`src/hdl/ucrr_pkg.sv`:
```
// ---------------------------------------------------------------------------
// ucrr_pkg - shared types and tables for the USB control request responder
// Event and reply codes, request words, descriptor tables and stream layout.
// ---------------------------------------------------------------------------
package ucrr_pkg;

  // Default largest bulk packet in bytes
  localparam int MAX_PACKET_DEF = 64;

  // Stream widths
  localparam int S_TDATA_W = 80;
  localparam int M_TDATA_W = 24;
  localparam int FUNC_W    = 3;
  localparam int KIND_W    = 3;
  localparam int SIZE_W    = 12;
  localparam int RLEN_W    = 7;
  localparam int POS_W     = 5;
  localparam int CLIP_W    = 6;

  // Descriptor lengths
  localparam logic [CLIP_W-1:0] DEV_DESC_LEN = 6'd18;
  localparam logic [CLIP_W-1:0] CFG_DESC_LEN = 6'd32;

  // Standard request words (bRequest << 8 | bmRequestType)
  localparam logic [15:0] REQ_GET_DESCRIPTOR = 16'h0680;
  localparam logic [15:0] REQ_SET_DEV_ADDR   = 16'h0500;
  localparam logic [15:0] REQ_SET_CONFIG     = 16'h0900;
  localparam logic [15:0] REQ_GET_CONFIG     = 16'h0880;
  localparam logic [15:0] REQ_GET_STATUS     = 16'h0080;
  localparam logic [15:0] REQ_GET_INTERFACE  = 16'h0a81;
  localparam logic [15:0] REQ_SET_INTERFACE  = 16'h0b01;

  // Descriptor selectors in wValue
  localparam logic [15:0] DESC_DEVICE = 16'h0100;
  localparam logic [15:0] DESC_CONFIG = 16'h0200;

  // Highest address + 1 for the device address request
  localparam logic [15:0] ADDR_LIMIT = 16'd128;

  // Event kinds on the input tuser
  typedef enum logic [FUNC_W-1:0] {
    FUNC_SETUP   = 3'd0,
    FUNC_RESET   = 3'd1,
    FUNC_IN_DONE = 3'd2,
    FUNC_WRITE   = 3'd3,
    FUNC_READ    = 3'd4
  } func_t;

  // Reply kinds on the output tuser
  typedef enum logic [KIND_W-1:0] {
    KIND_DATA   = 3'd0,
    KIND_EMPTY  = 3'd1,
    KIND_ACK    = 3'd2,
    KIND_STALL  = 3'd3,
    KIND_DONE   = 3'd4,
    KIND_ACCEPT = 3'd5,
    KIND_REFUSE = 3'd6,
    KIND_ERROR  = 3'd7
  } reply_kind_t;

  // Where data beats take their bytes from
  typedef enum logic [1:0] {
    SRC_DEV   = 2'd0,
    SRC_CFG   = 2'd1,
    SRC_REPLY = 2'd2
  } src_t;

  // One decoded answer, waiting to be sent as beats
  typedef struct packed {
    reply_kind_t       kind;
    src_t              src;
    logic [POS_W-1:0]  last_pos;
    logic              reply0;
    logic              cfg;
    logic [7:0]        gen;
    logic [RLEN_W-1:0] rlen;
  } job_t;

  // Device descriptor byte
  function automatic logic [7:0] dev_desc_byte(input logic [POS_W-1:0] idx);
    logic [7:0] b;
    case (idx)
      5'd0:    b = 8'd18;
      5'd1:    b = 8'd1;
      5'd3:    b = 8'd2;
      5'd7:    b = 8'd64;
      5'd8:    b = 8'd255;
      5'd9:    b = 8'd255;
      5'd10:   b = 8'd255;
      5'd11:   b = 8'd255;
      5'd13:   b = 8'd1;
      5'd17:   b = 8'd1;
      default: b = 8'd0;
    endcase
    return b;
  endfunction

  // Configuration descriptor byte; endpoint sizes follow the packet limit
  function automatic logic [7:0] cfg_desc_byte(input logic [POS_W-1:0] idx,
                                               input logic [7:0] mp);
    logic [7:0] b;
    case (idx)
      5'd0:    b = 8'd9;
      5'd1:    b = 8'd2;
      5'd2:    b = 8'd32;
      5'd4:    b = 8'd1;
      5'd5:    b = 8'd1;
      5'd7:    b = 8'h80;
      5'd8:    b = 8'd50;
      5'd9:    b = 8'd9;
      5'd10:   b = 8'd4;
      5'd13:   b = 8'd2;
      5'd14:   b = 8'hff;
      5'd18:   b = 8'd7;
      5'd19:   b = 8'd5;
      5'd20:   b = 8'h01;
      5'd21:   b = 8'd2;
      5'd22:   b = mp;
      5'd25:   b = 8'd7;
      5'd26:   b = 8'd5;
      5'd27:   b = 8'h82;
      5'd28:   b = 8'd2;
      5'd29:   b = mp;
      default: b = 8'd0;
    endcase
    return b;
  endfunction

endpackage

```
`src/hdl/usb_control_request_responder.sv`:
```
// ---------------------------------------------------------------------------
// usb_control_request_responder - USB device standard request responder
// Decodes setup packets and bulk/bus events and streams out reply beats.
// ---------------------------------------------------------------------------
// Each accepted event is decoded in its accept cycle: device state updates at
// once and the answer is held in a job register that a beat sequencer hands
// to a registered output stage. Events answered by one beat stream back to
// back. A descriptor or reply answer of n
// bytes (n up to 32, clipped to wLength) holds the sequencer until its n beats are sent;
// the next event is taken in the cycle the last beat moves to the output
// register. Backpressure on the output side stalls the sequencer and, once
// the job register is full, the input side.
module usb_control_request_responder #(
  parameter int MAX_PACKET = ucrr_pkg::MAX_PACKET_DEF
) (
  input  logic                           clk,
  input  logic                           rst,
  input  logic                           s_axis_tvalid,
  output logic                           s_axis_tready,
  // [15:0] req_word, [31:16] req_value, [47:32] req_index, [63:48] req_length,
  // [75:64] xfer_size, [76] out_ready, [79:77] zero
  input  logic [ucrr_pkg::S_TDATA_W-1:0] s_axis_tdata,
  // [2:0] func
  input  logic [ucrr_pkg::FUNC_W-1:0]    s_axis_tuser,
  output logic                           m_axis_tvalid,
  input  logic                           m_axis_tready,
  // [7:0] data_byte, [8] is_configured, [16:9] config_generation,
  // [23:17] read_length
  output logic [ucrr_pkg::M_TDATA_W-1:0] m_axis_tdata,
  // [2:0] reply_kind
  output logic [ucrr_pkg::KIND_W-1:0]    m_axis_tuser,
  output logic                           m_axis_tlast
);

  localparam logic [ucrr_pkg::SIZE_W-1:0] MAX_PKT_SIZE = ucrr_pkg::SIZE_W'(MAX_PACKET);
  localparam logic [7:0]                  MAX_PKT_BYTE = 8'(MAX_PACKET);

  // Device state
  logic       configured_flag, configured_flag_next;
  logic       in_pending, in_pending_next;
  logic [7:0] generation_count, generation_count_next;

  // Job register and beat position
  logic                         job_valid;
  ucrr_pkg::job_t               job, job_next;
  logic [ucrr_pkg::POS_W-1:0]   job_pos;

  // Input fields
  logic [15:0]                  req_word, req_value, req_index, req_length;
  logic [ucrr_pkg::SIZE_W-1:0]  xfer_size;
  logic                         out_ready;
  logic                         accept;
  logic                         out_free, emit, job_done;

  assign req_word   = s_axis_tdata[15:0];
  assign req_value  = s_axis_tdata[31:16];
  assign req_index  = s_axis_tdata[47:32];
  assign req_length = s_axis_tdata[63:48];
  assign xfer_size  = s_axis_tdata[75:64];
  assign out_ready  = s_axis_tdata[76];

  // Handshake: take an event when the job register is empty or drains now
  assign out_free      = !m_axis_tvalid || m_axis_tready;
  assign emit          = job_valid && out_free;
  assign job_done      = emit && (job_pos == job.last_pos);
  assign s_axis_tready = !job_valid || job_done;
  assign accept        = s_axis_tvalid && s_axis_tready;

  // Decode one event into a job and the next device state
  always_comb begin
    logic                           idx0, val0;
    logic [ucrr_pkg::CLIP_W-1:0]    dlen, clip;
    logic                           is_desc, now_cfg;
    ucrr_pkg::reply_kind_t          single;

    configured_flag_next  = configured_flag;
    in_pending_next       = in_pending;
    generation_count_next = generation_count;
    idx0    = (req_index == 16'd0);
    val0    = (req_value == 16'd0);
    dlen    = ucrr_pkg::DEV_DESC_LEN;
    clip    = '0;
    is_desc = 1'b0;
    now_cfg = (req_value == 16'd1);
    single  = ucrr_pkg::KIND_ERROR;

    job_next          = '0;
    job_next.src      = ucrr_pkg::SRC_REPLY;
    job_next.kind     = ucrr_pkg::KIND_ERROR;

    unique case (s_axis_tuser)
      ucrr_pkg::FUNC_SETUP: begin
        priority if (req_word == ucrr_pkg::REQ_GET_DESCRIPTOR && idx0 &&
                     req_value == ucrr_pkg::DESC_DEVICE) begin
          is_desc      = 1'b1;
          job_next.src = ucrr_pkg::SRC_DEV;
          dlen         = ucrr_pkg::DEV_DESC_LEN;
        end else if (req_word == ucrr_pkg::REQ_GET_DESCRIPTOR && idx0 &&
                     req_value == ucrr_pkg::DESC_CONFIG) begin
          is_desc      = 1'b1;
          job_next.src = ucrr_pkg::SRC_CFG;
          dlen         = ucrr_pkg::CFG_DESC_LEN;
        end else if (req_word == ucrr_pkg::REQ_SET_DEV_ADDR &&
                     req_value < ucrr_pkg::ADDR_LIMIT && idx0 &&
                     req_length == 16'd0) begin
          single = ucrr_pkg::KIND_ACK;
        end else if (req_word == ucrr_pkg::REQ_SET_CONFIG &&
                     req_value <= 16'd1 && idx0 && req_length == 16'd0) begin
          single = ucrr_pkg::KIND_ACK;
          configured_flag_next = now_cfg;
          if (now_cfg != configured_flag) begin
            in_pending_next = 1'b0;
            if (now_cfg) begin
              generation_count_next = generation_count + 8'd1;
            end
          end
        end else if (req_word == ucrr_pkg::REQ_GET_CONFIG && val0 && idx0 &&
                     req_length == 16'd1) begin
          is_desc         = 1'b1;
          dlen            = 6'd1;
          job_next.reply0 = configured_flag;
        end else if (req_word == ucrr_pkg::REQ_GET_STATUS && val0 && idx0 &&
                     req_length == 16'd2) begin
          is_desc = 1'b1;
          dlen    = 6'd2;
        end else if (req_word == ucrr_pkg::REQ_GET_INTERFACE && val0 && idx0 &&
                     req_length == 16'd1 && configured_flag) begin
          is_desc = 1'b1;
          dlen    = 6'd1;
        end else if (req_word == ucrr_pkg::REQ_SET_INTERFACE && val0 && idx0 &&
                     req_length == 16'd0 && configured_flag) begin
          single = ucrr_pkg::KIND_ACK;
        end else begin
          single = ucrr_pkg::KIND_STALL;
        end
      end
      ucrr_pkg::FUNC_RESET: begin
        configured_flag_next = 1'b0;
        in_pending_next      = 1'b0;
        single               = ucrr_pkg::KIND_DONE;
      end
      ucrr_pkg::FUNC_IN_DONE: begin
        in_pending_next = 1'b0;
        single          = ucrr_pkg::KIND_DONE;
      end
      ucrr_pkg::FUNC_WRITE: begin
        priority if (!configured_flag || in_pending) begin
          single = ucrr_pkg::KIND_REFUSE;
        end else if (xfer_size == '0 || xfer_size > MAX_PKT_SIZE) begin
          single = ucrr_pkg::KIND_ERROR;
        end else begin
          single          = ucrr_pkg::KIND_ACCEPT;
          in_pending_next = 1'b1;
        end
      end
      ucrr_pkg::FUNC_READ: begin
        priority if (!configured_flag || in_pending || !out_ready) begin
          single = ucrr_pkg::KIND_REFUSE;
        end else if (xfer_size > MAX_PKT_SIZE) begin
          single = ucrr_pkg::KIND_ERROR;
        end else begin
          single        = ucrr_pkg::KIND_ACCEPT;
          job_next.rlen = xfer_size[ucrr_pkg::RLEN_W-1:0];
        end
      end
      default: begin
        single = ucrr_pkg::KIND_ERROR;
      end
    endcase

    // Clip reply length to wLength
    clip = (req_length < 16'(dlen)) ? req_length[ucrr_pkg::CLIP_W-1:0] : dlen;

    priority if (is_desc && clip != '0) begin
      job_next.kind     = ucrr_pkg::KIND_DATA;
      job_next.last_pos = ucrr_pkg::POS_W'(clip - 6'd1);
    end else if (is_desc) begin
      job_next.kind     = ucrr_pkg::KIND_EMPTY;
      job_next.last_pos = '0;
    end else begin
      job_next.kind     = single;
      job_next.last_pos = '0;
    end

    job_next.cfg = configured_flag_next;
    job_next.gen = generation_count_next;
  end

  // Update device state on each accepted event
  always_ff @(posedge clk) begin
    if (rst) begin
      configured_flag  <= 1'b0;
      in_pending       <= 1'b0;
      generation_count <= 8'd0;
    end else if (accept) begin
      configured_flag  <= configured_flag_next;
      in_pending       <= in_pending_next;
      generation_count <= generation_count_next;
    end
  end

  // Load a job or advance through its beats
  always_ff @(posedge clk) begin
    if (rst) begin
      job_valid <= 1'b0;
      job_pos   <= '0;
    end else if (accept) begin
      job_valid <= 1'b1;
      job_pos   <= '0;
    end else if (job_done) begin
      job_valid <= 1'b0;
    end else if (emit) begin
      job_pos <= job_pos + 1'b1;
    end
  end

  always_ff @(posedge clk) begin
    if (accept) begin
      job <= job_next;
    end
  end

  // Hold the output beat until taken
  always_ff @(posedge clk) begin
    if (rst) begin
      m_axis_tvalid <= 1'b0;
    end else if (out_free) begin
      m_axis_tvalid <= job_valid;
    end
  end

  always_ff @(posedge clk) begin
    logic [7:0] beat_byte;
    beat_byte = 8'd0;
    if (job.kind == ucrr_pkg::KIND_DATA) begin
      unique case (job.src)
        ucrr_pkg::SRC_DEV:   beat_byte = ucrr_pkg::dev_desc_byte(job_pos);
        ucrr_pkg::SRC_CFG:   beat_byte = ucrr_pkg::cfg_desc_byte(job_pos, MAX_PKT_BYTE);
        ucrr_pkg::SRC_REPLY: beat_byte = (job_pos == '0) ? {7'd0, job.reply0} : 8'd0;
        default:             beat_byte = 8'd0;
      endcase
    end
    if (emit) begin
      m_axis_tdata <= {job.rlen, job.gen, job.cfg, beat_byte};
      m_axis_tuser <= job.kind;
      m_axis_tlast <= (job_pos == job.last_pos);
    end
  end

endmodule

```
`config.mk`:
```
export PLATFORM = sky130hd
export DESIGN_NAME = usb_control_request_responder
export DESIGN_NICKNAME = d
export VERILOG_FILES = /design/src/hdl/ucrr_pkg.sv /design/src/hdl/usb_control_request_responder.sv
export SDC_FILE = /design/constraint.sdc
export NUM_CORES = 1
export LEC_CHECK = 0
export BUFFER_PORTS_ARGS = -buffer_cell sky130_fd_sc_hd__buf_4
export CELL_PAD_IN_SITES_DETAIL_PLACEMENT = 1
export CELL_PAD_IN_SITES_GLOBAL_PLACEMENT = 1
export CORE_MARGIN = 3
export CORE_UTILIZATION = 31
export DETAILED_ROUTE_END_ITERATION = 8
export GPL_TIMING_DRIVEN = 0
export PLACE_DENSITY = 0.6
export SETUP_SLACK_MARGIN = 0.5
export SYNTH_ARGS = -nofsm -noshare
export SYNTH_HDL_FRONTEND = slang
export SYNTH_SLANG_ARGS = --single-unit
```
`constraint.sdc`:
```
create_clock -name clk -period 5.6 [get_ports clk]
set_clock_uncertainty 0.05 [all_clocks]
set_input_delay 0.56 -clock clk [delete_from_list [all_inputs] [get_ports clk]]
set_output_delay 0.56 -clock clk [all_outputs]
set_load 0.01 [all_outputs]
```
# Yosys cells after proc, flatten, opt, wreduce, memory -nomap -nowiden
# Memories as Yosys holds them, arrays and structs flattened. A register that Yosys moved wholly into a read port is not among the register bits.
# Cells that the tools add are included.
dict set report totals {
  regBits 72
  latchBits 0
  mem_bits_rw 0
  romBits 512
  out_inout_bits 30
  mem_count 2
}
dict set report classes {
  n_addsub 3
  n_mul 0
  div_mod_pow 0
  order_cmp 4
  n_eq_ne 27
  shifts 0
  mux 61
  n_bitwise 4
  n_reduce_logical 55
}
# memory depth width rd rd_ports_with_merged_regs write_ports line_no
set memory_table {}
lappend memory_table {{(name not given)} 32 8 1 1 0 ucrr_pkg.sv:82} ;# case (idx)
lappend memory_table {{(name not given)} 32 8 1 1 0 ucrr_pkg.sv:102} ;# case (idx)
# cell n
set op_table {}
lappend op_table {{$eq 16x12->1 const B} 4}
lappend op_table {{$mux 8} 7}
lappend op_table {{$logic_not 16->1} 3}
lappend op_table {{$mux 5} 9}
lappend op_table {{$eq 16x1->1 const B} 2}
lappend op_table {{$eq 16x11->1 const B} 2}
lappend op_table {{$logic_and 1x1->1} 27}
lappend op_table {{$mux 1} 24}
lappend op_table {{$mux 6} 4}
lappend op_table {{$pmux 8 s3} 1}
lappend op_table {{$mux 3} 7}
lappend op_table {{$eq 16x10->1 const B} 1}
lappend op_table {{$eq 16x2->1 const B} 1}
lappend op_table {{$eq 16x8->1 const B} 1}
lappend op_table {{$eq 16x9->1 const B} 1}
lappend op_table {{$le 16x1->1 const B} 1}
lappend op_table {{$lt 16x6->1} 1}
lappend op_table {{$lt 16x8->1 const B} 1}
lappend op_table {{$ne 2x2->1 const B} 7}
lappend op_table {{$gt 12x7->1 const B} 1}
lappend op_table {{$logic_not 12->1} 1}
lappend op_table {{$mux 2} 6}
lappend op_table {{$pmux 3 s4} 1}
lappend op_table {{$reduce_and 9->1} 1}
lappend op_table {{other kinds (25)} 40}

# Logic depth before layout (Yosys ltp)
dict set report depth {
  depth_word 18
  ltp_mapped 18
  mapped_depth_nobuf 18
}

# Least setup slack after synthesis
# OpenSTA, ideal clock, no wires.
dict set report synth_path {
  kind {input to register}
  startpoint {input s_axis_tdata[26] in the netlist's numbering}
  endpoint {register job[21] in the netlist's numbering, data pin}
  setup_ns 0.255
  t_arrival_ns 4.351
  setup_slack_ns 0.944
  cell_stages 16
  n_path_buf 0
  path_cell_list {nor4_1 nand4_1 nor4_1 o2111ai_1 a21oi_1 ha_1 or4_1 a31o_2 a211oi_2 mux2_2 ha_1 nand2_1 xor2_1 nand2_1 nand4_1 o21ba_2}
}
dict set report synth_between {
  elab_chain_len 17
  elab_cells_between_ends 44
}
# item line_no
set synth_lines {}
lappend synth_lines {{start: declaration} usb_control_request_responder.sv:22} ;# input logic [ucrr_pkg::S_TDATA_W-1:0] s_axis_tdata,
lappend synth_lines {{parallel branches: the longest is 17 deep, another holds $le 16x1->1} n/a}
lappend synth_lines {{end signal: assignment} usb_control_request_responder.sv:219} ;# job <= job_next;
lappend synth_lines {{end: declaration} usb_control_request_responder.sv:45} ;# ucrr_pkg::job_t job, job_next;
# Several ways; the timed one is not identified.
# A chain may end at the register's enable or synchronous reset.

# Worst setup path after layout
# Ends and elaborated chain as after synthesis.

==> summary.log <==
qor: status.status finished, final reports clean
qor: cells_and_area.regArea 0.002252 sq mm
qor: logic_synthesis.avgSynthCellArea 10.25 sq um
qor: detailed_routing.routed_wl 11610 microns
qor: timing.rsz_0062_raised_after_global_routing false
qor: detailed_routing.post_drt_via_cell_ratio 5.017
qor: placement.post-place-ws -0.04274 ns
qor: clock_network.insertion_delay 0.33 ns
qor: cells_and_area.nNetsFinal 661
qor: clock_network.hold_buffers 0
qor: placement.portBuffers 112
qor: setup_path.timing.critical_path.required 5.64 ns
qor: detailed_routing.antenna_left 0
qor: logic_synthesis.synth-async-reset-ratio 0%
qor: setup_path.timing.critical_path.arrival 4.74 ns
qor: floorplan.floorplan.initialDensity 31.88%
qor: timing.final-max-slew-violation-count 0
qor: floorplan.coreArea 0.01399 sq mm
qor: placement.placer_congestion 0.7958
qor: cells_and_area.fillers 1569
qor: placement.dpl_cell_area 0.005527 sq mm
qor: floorplan.floorplan.die_area 0.01586 sq mm
qor: cells_and_area.share_of_cells_above_drive_strength_1 28.04%
qor: clock_network.tritoncts built
qor: floorplan.fp.dieW 125.9 microns
qor: detailed_routing.detail_route.wl_per_cell 15.54 microns
qor: worst_hold_path.worstHoldPathType reg2reg
qor: floorplan.num_io_pins 117
qor: setup_path.reg2reg_from configured_flag
qor: logic_synthesis.netlist_instances 435
qor: timing.final-setup-viol-count 0
qor: floorplan.fp-row-count 43
qor: setup_path.crit_fanout 7
qor: global_routing.via_count_of_the_first_global_routing_pass 3881
qor: global_routing.grt_use_total 14.52%
qor: setup_path.worst-setup-path-type in2reg
qor: clock_network.path_clk_slew 0.06 ns
qor: timing.final.setup.worst_slack 0.9046 ns
qor: clock_network.cts.root.buffer_cell clkbuf_16
qor: timing.timing.final.hold_violations 0
qor: pwr.vdd.ir_drop.worst 141.0 uV
qor: setup_path.number_of_cells_on_the_worst_reg_to_reg_path 17
qor: global_routing.grt_first_pass_wirelength 18940 microns
qor: global_routing.grt-ovfl-total 0
qor: pwr.totalPowerFinal 1.444 mW
qor: clock_network.htree_levels 3
qor: setup_path.rr_endpoint job[21]
qor: placement.number_of_placed_cells_counting_well_taps 727
qor: cells_and_area.area_growth_syn_to_layout 31.76%
qor: cells_and_area.final_cell_area 0.005876 sq mm
qor: logic_synthesis.postSynthNetCount 534
qor: logic_synthesis.synth-edff-count 55
qor: global_routing.grt_max_degree 33
qor: setup_path.setup.worst_path.start s_axis_tdata[26]
qor: timing.final.setup.tns 0 ns
qor: setup_path.critical_path.endpoint job[21]
qor: setup_path.worst_setup_path_start_kind input pin
qor: detailed_routing.drtPass1Iterations 4
qor: logic_synthesis.top_flip_flop_cell_by_instance_count_after_synthesis edfxtp_1
qor: timing.max_freq 213.0 MHz
qor: clock_network.cts.path.max_buffers 2
qor: floorplan.die-height 125.9 microns
qor: detailed_routing.post-route-drc-count 0
qor: logic_synthesis.synthesis.yosys.warnings 0
qor: logic_synthesis.ys_seq_elements 85
qor: detailed_routing.drt_iter0_drc 136
qor: flow_run.max-cap-violations 0
qor: timing.final.hold.worst_slack 0.3668 ns
qor: timing.timing.slew.headroom 25.35%
qor: cells_and_area.multi_input_comb_area 0.002101 sq mm
qor: pwr.pwr_density 245.7 mW/mm^2
qor: clock_network.tritoncts.num_buffers 9
qor: global_routing.grt_antenna_before_repair 0
qor: clock_network.numClockSinks 85
qor: timing.worst_pin_slew 1.118 ns
qor: logic_synthesis.post_synth_instance_area 0.004459 sq mm
qor: pwr.static-leakage-power 2.258 nW
qor: logic_synthesis.synth-seq-area-share 50.51%
qor: detailed_routing.detailroute.via_count 3748
qor: cells_and_area.final_cells 747
qor: logic_synthesis.yosys.cell_types.count 61
qor: timing.share_of_the_clock_period_used_by_the_worst_path 83.85%
qor: timing.post-route-min-period 4.695 ns
qor: setup_path.r2r_setup_slack 1.22 ns
qor: placement.detailedPlacementHpwl 9323 microns
qor: cells_and_area.final_core_occ 42.00%
qor: cells_and_area.antenna_cells 0
qor: setup_path.worstSetupEndpointType flip-flop
cells by family (layout without fill, tap and decap cells):
logic type	Yosys count	after routing	synth area share [%]
buffers and inverters	33	165	2.974
AND/OR/NAND/NOR	195	195	24.13
adder cells (fa/ha/maj)	12	12	3.367
multiplexers	11	11	2.665
XOR/XNOR	33	33	6.482
flip-flops	85	85	50.51
AO/OA/AOI/OAI	66	66	9.877
per-layer routing:
layer | vias to the layer above | global-route usage, % | part of all wire (%)
met3 | 14 | 3.902 | 6.4
met2 | 132 | 24.32 | 47
met4 | 0 | 4.479 | 1.7
li1 | 1842 | - | -
met1 | 1760 | 18.36 | 45
met5 | - | 0 | 0
what timing repair did:
item	in CTS	in global routing
pin swaps	0	1
setup endpoints to repair	2	2
buffers inserted	0	4
hold endpoints to repair	0	0
gates resized for setup	2	2
gates cloned	0	0
Yosys cell counts, types with 4 or more instances:
| library cell | number | share of area (%) |
|---|---|---|
| o21ai_0 | 10 | 1.1 |
| a21o_1 | 4 | 0.67 |
| xnor2_1 | 19 | 3.7 |
| a21oi_1 | 22 | 2.5 |
| nor4_1 | 25 | 3.5 |
| xor2_1 | 14 | 2.7 |
| nand2b_1 | 9 | 1.3 |
| inv_1 | 20 | 1.7 |
| clkbuf_1 | 10 | 0.84 |
| and3_1 | 5 | 0.70 |
| edfxtp_1 | 55 | 37 |
| dfxtp_1 | 30 | 13 |
| nor2_1 | 47 | 4.0 |
| ha_1 | 12 | 3.4 |
| nor3_1 | 11 | 1.2 |
| nand4_1 | 9 | 1.3 |
| nor2_2 | 6 | 0.84 |
| and2_1 | 14 | 2.0 |
| nand3_1 | 15 | 1.7 |
| nand2_1 | 30 | 2.5 |
| mux2i_1 | 7 | 1.6 |
layout make-up:
cell class	count	share of cell area, %
Timing Repair Buffer	116	14.82
Clock inverter	5	0.8518
Sequential cell	85	38.33
Multi-Input combinational cell	317	35.75
Tap cell	180	3.833
Inverter	21	1.342
Clock buffer	11	4.131
Buffer	12	0.9370
worst min-delay path by stage:
stage,from,endpoint,slack (ns),cells after the start
floorplan,job[8],m_axis_tdata[10],0.35,0
global placement,job[6],m_axis_tdata[23],0.35,0
detailed placement,job[0],m_axis_tdata[17],0.36,0
CTS,rst,m_axis_tvalid,0.36,2
global route,rst,m_axis_tvalid,0.37,2
finish,job[13],m_axis_tdata[15],0.37,0
power breakdown:
group / internal, mW / total [mW] / switching, mW
Sequential: 0.698 / 0.708 / 0.00995
Combinational: 0.0762 / 0.157 / 0.0805
Clock: 0.354 / 0.579 / 0.225
cell usage in the layout, fill, tap and decap left out, types with 7 or more instances in the layout:
cell type  count
a21oi_1       22
and2_1        14
buf_4        116
clkbuf_1      10
clkbuf_16      9
dfxtp_1       30
edfxtp_1      55
ha_1          12
inv_1         20
mux2i_1        7
nand2_1       30
nand2b_1       9
nand3_1       15
nand4_1        9
nor2_1        47
nor3_1        11
nor4_1        22
o21ai_0       10
xnor2_1       19
xor2_1        14
worst max-delay path, stage by stage:
cell       delay, ns
buf_4           0.11
nor4_2          0.40
nand4_1         0.27
nor4_1          0.45
o2111ai_1       0.25
a21oi_1         0.25
ha_1            0.26
or4_1           0.40
a31o_2          0.28
a211oi_4        0.18
buf_4           0.18
mux2_2          0.36
ha_1            0.25
nand2_1         0.09
xor2_1          0.15
nand2_1         0.06
nand4_1         0.08
o21ba_2         0.16
Power figures use the tool's default switching activity.
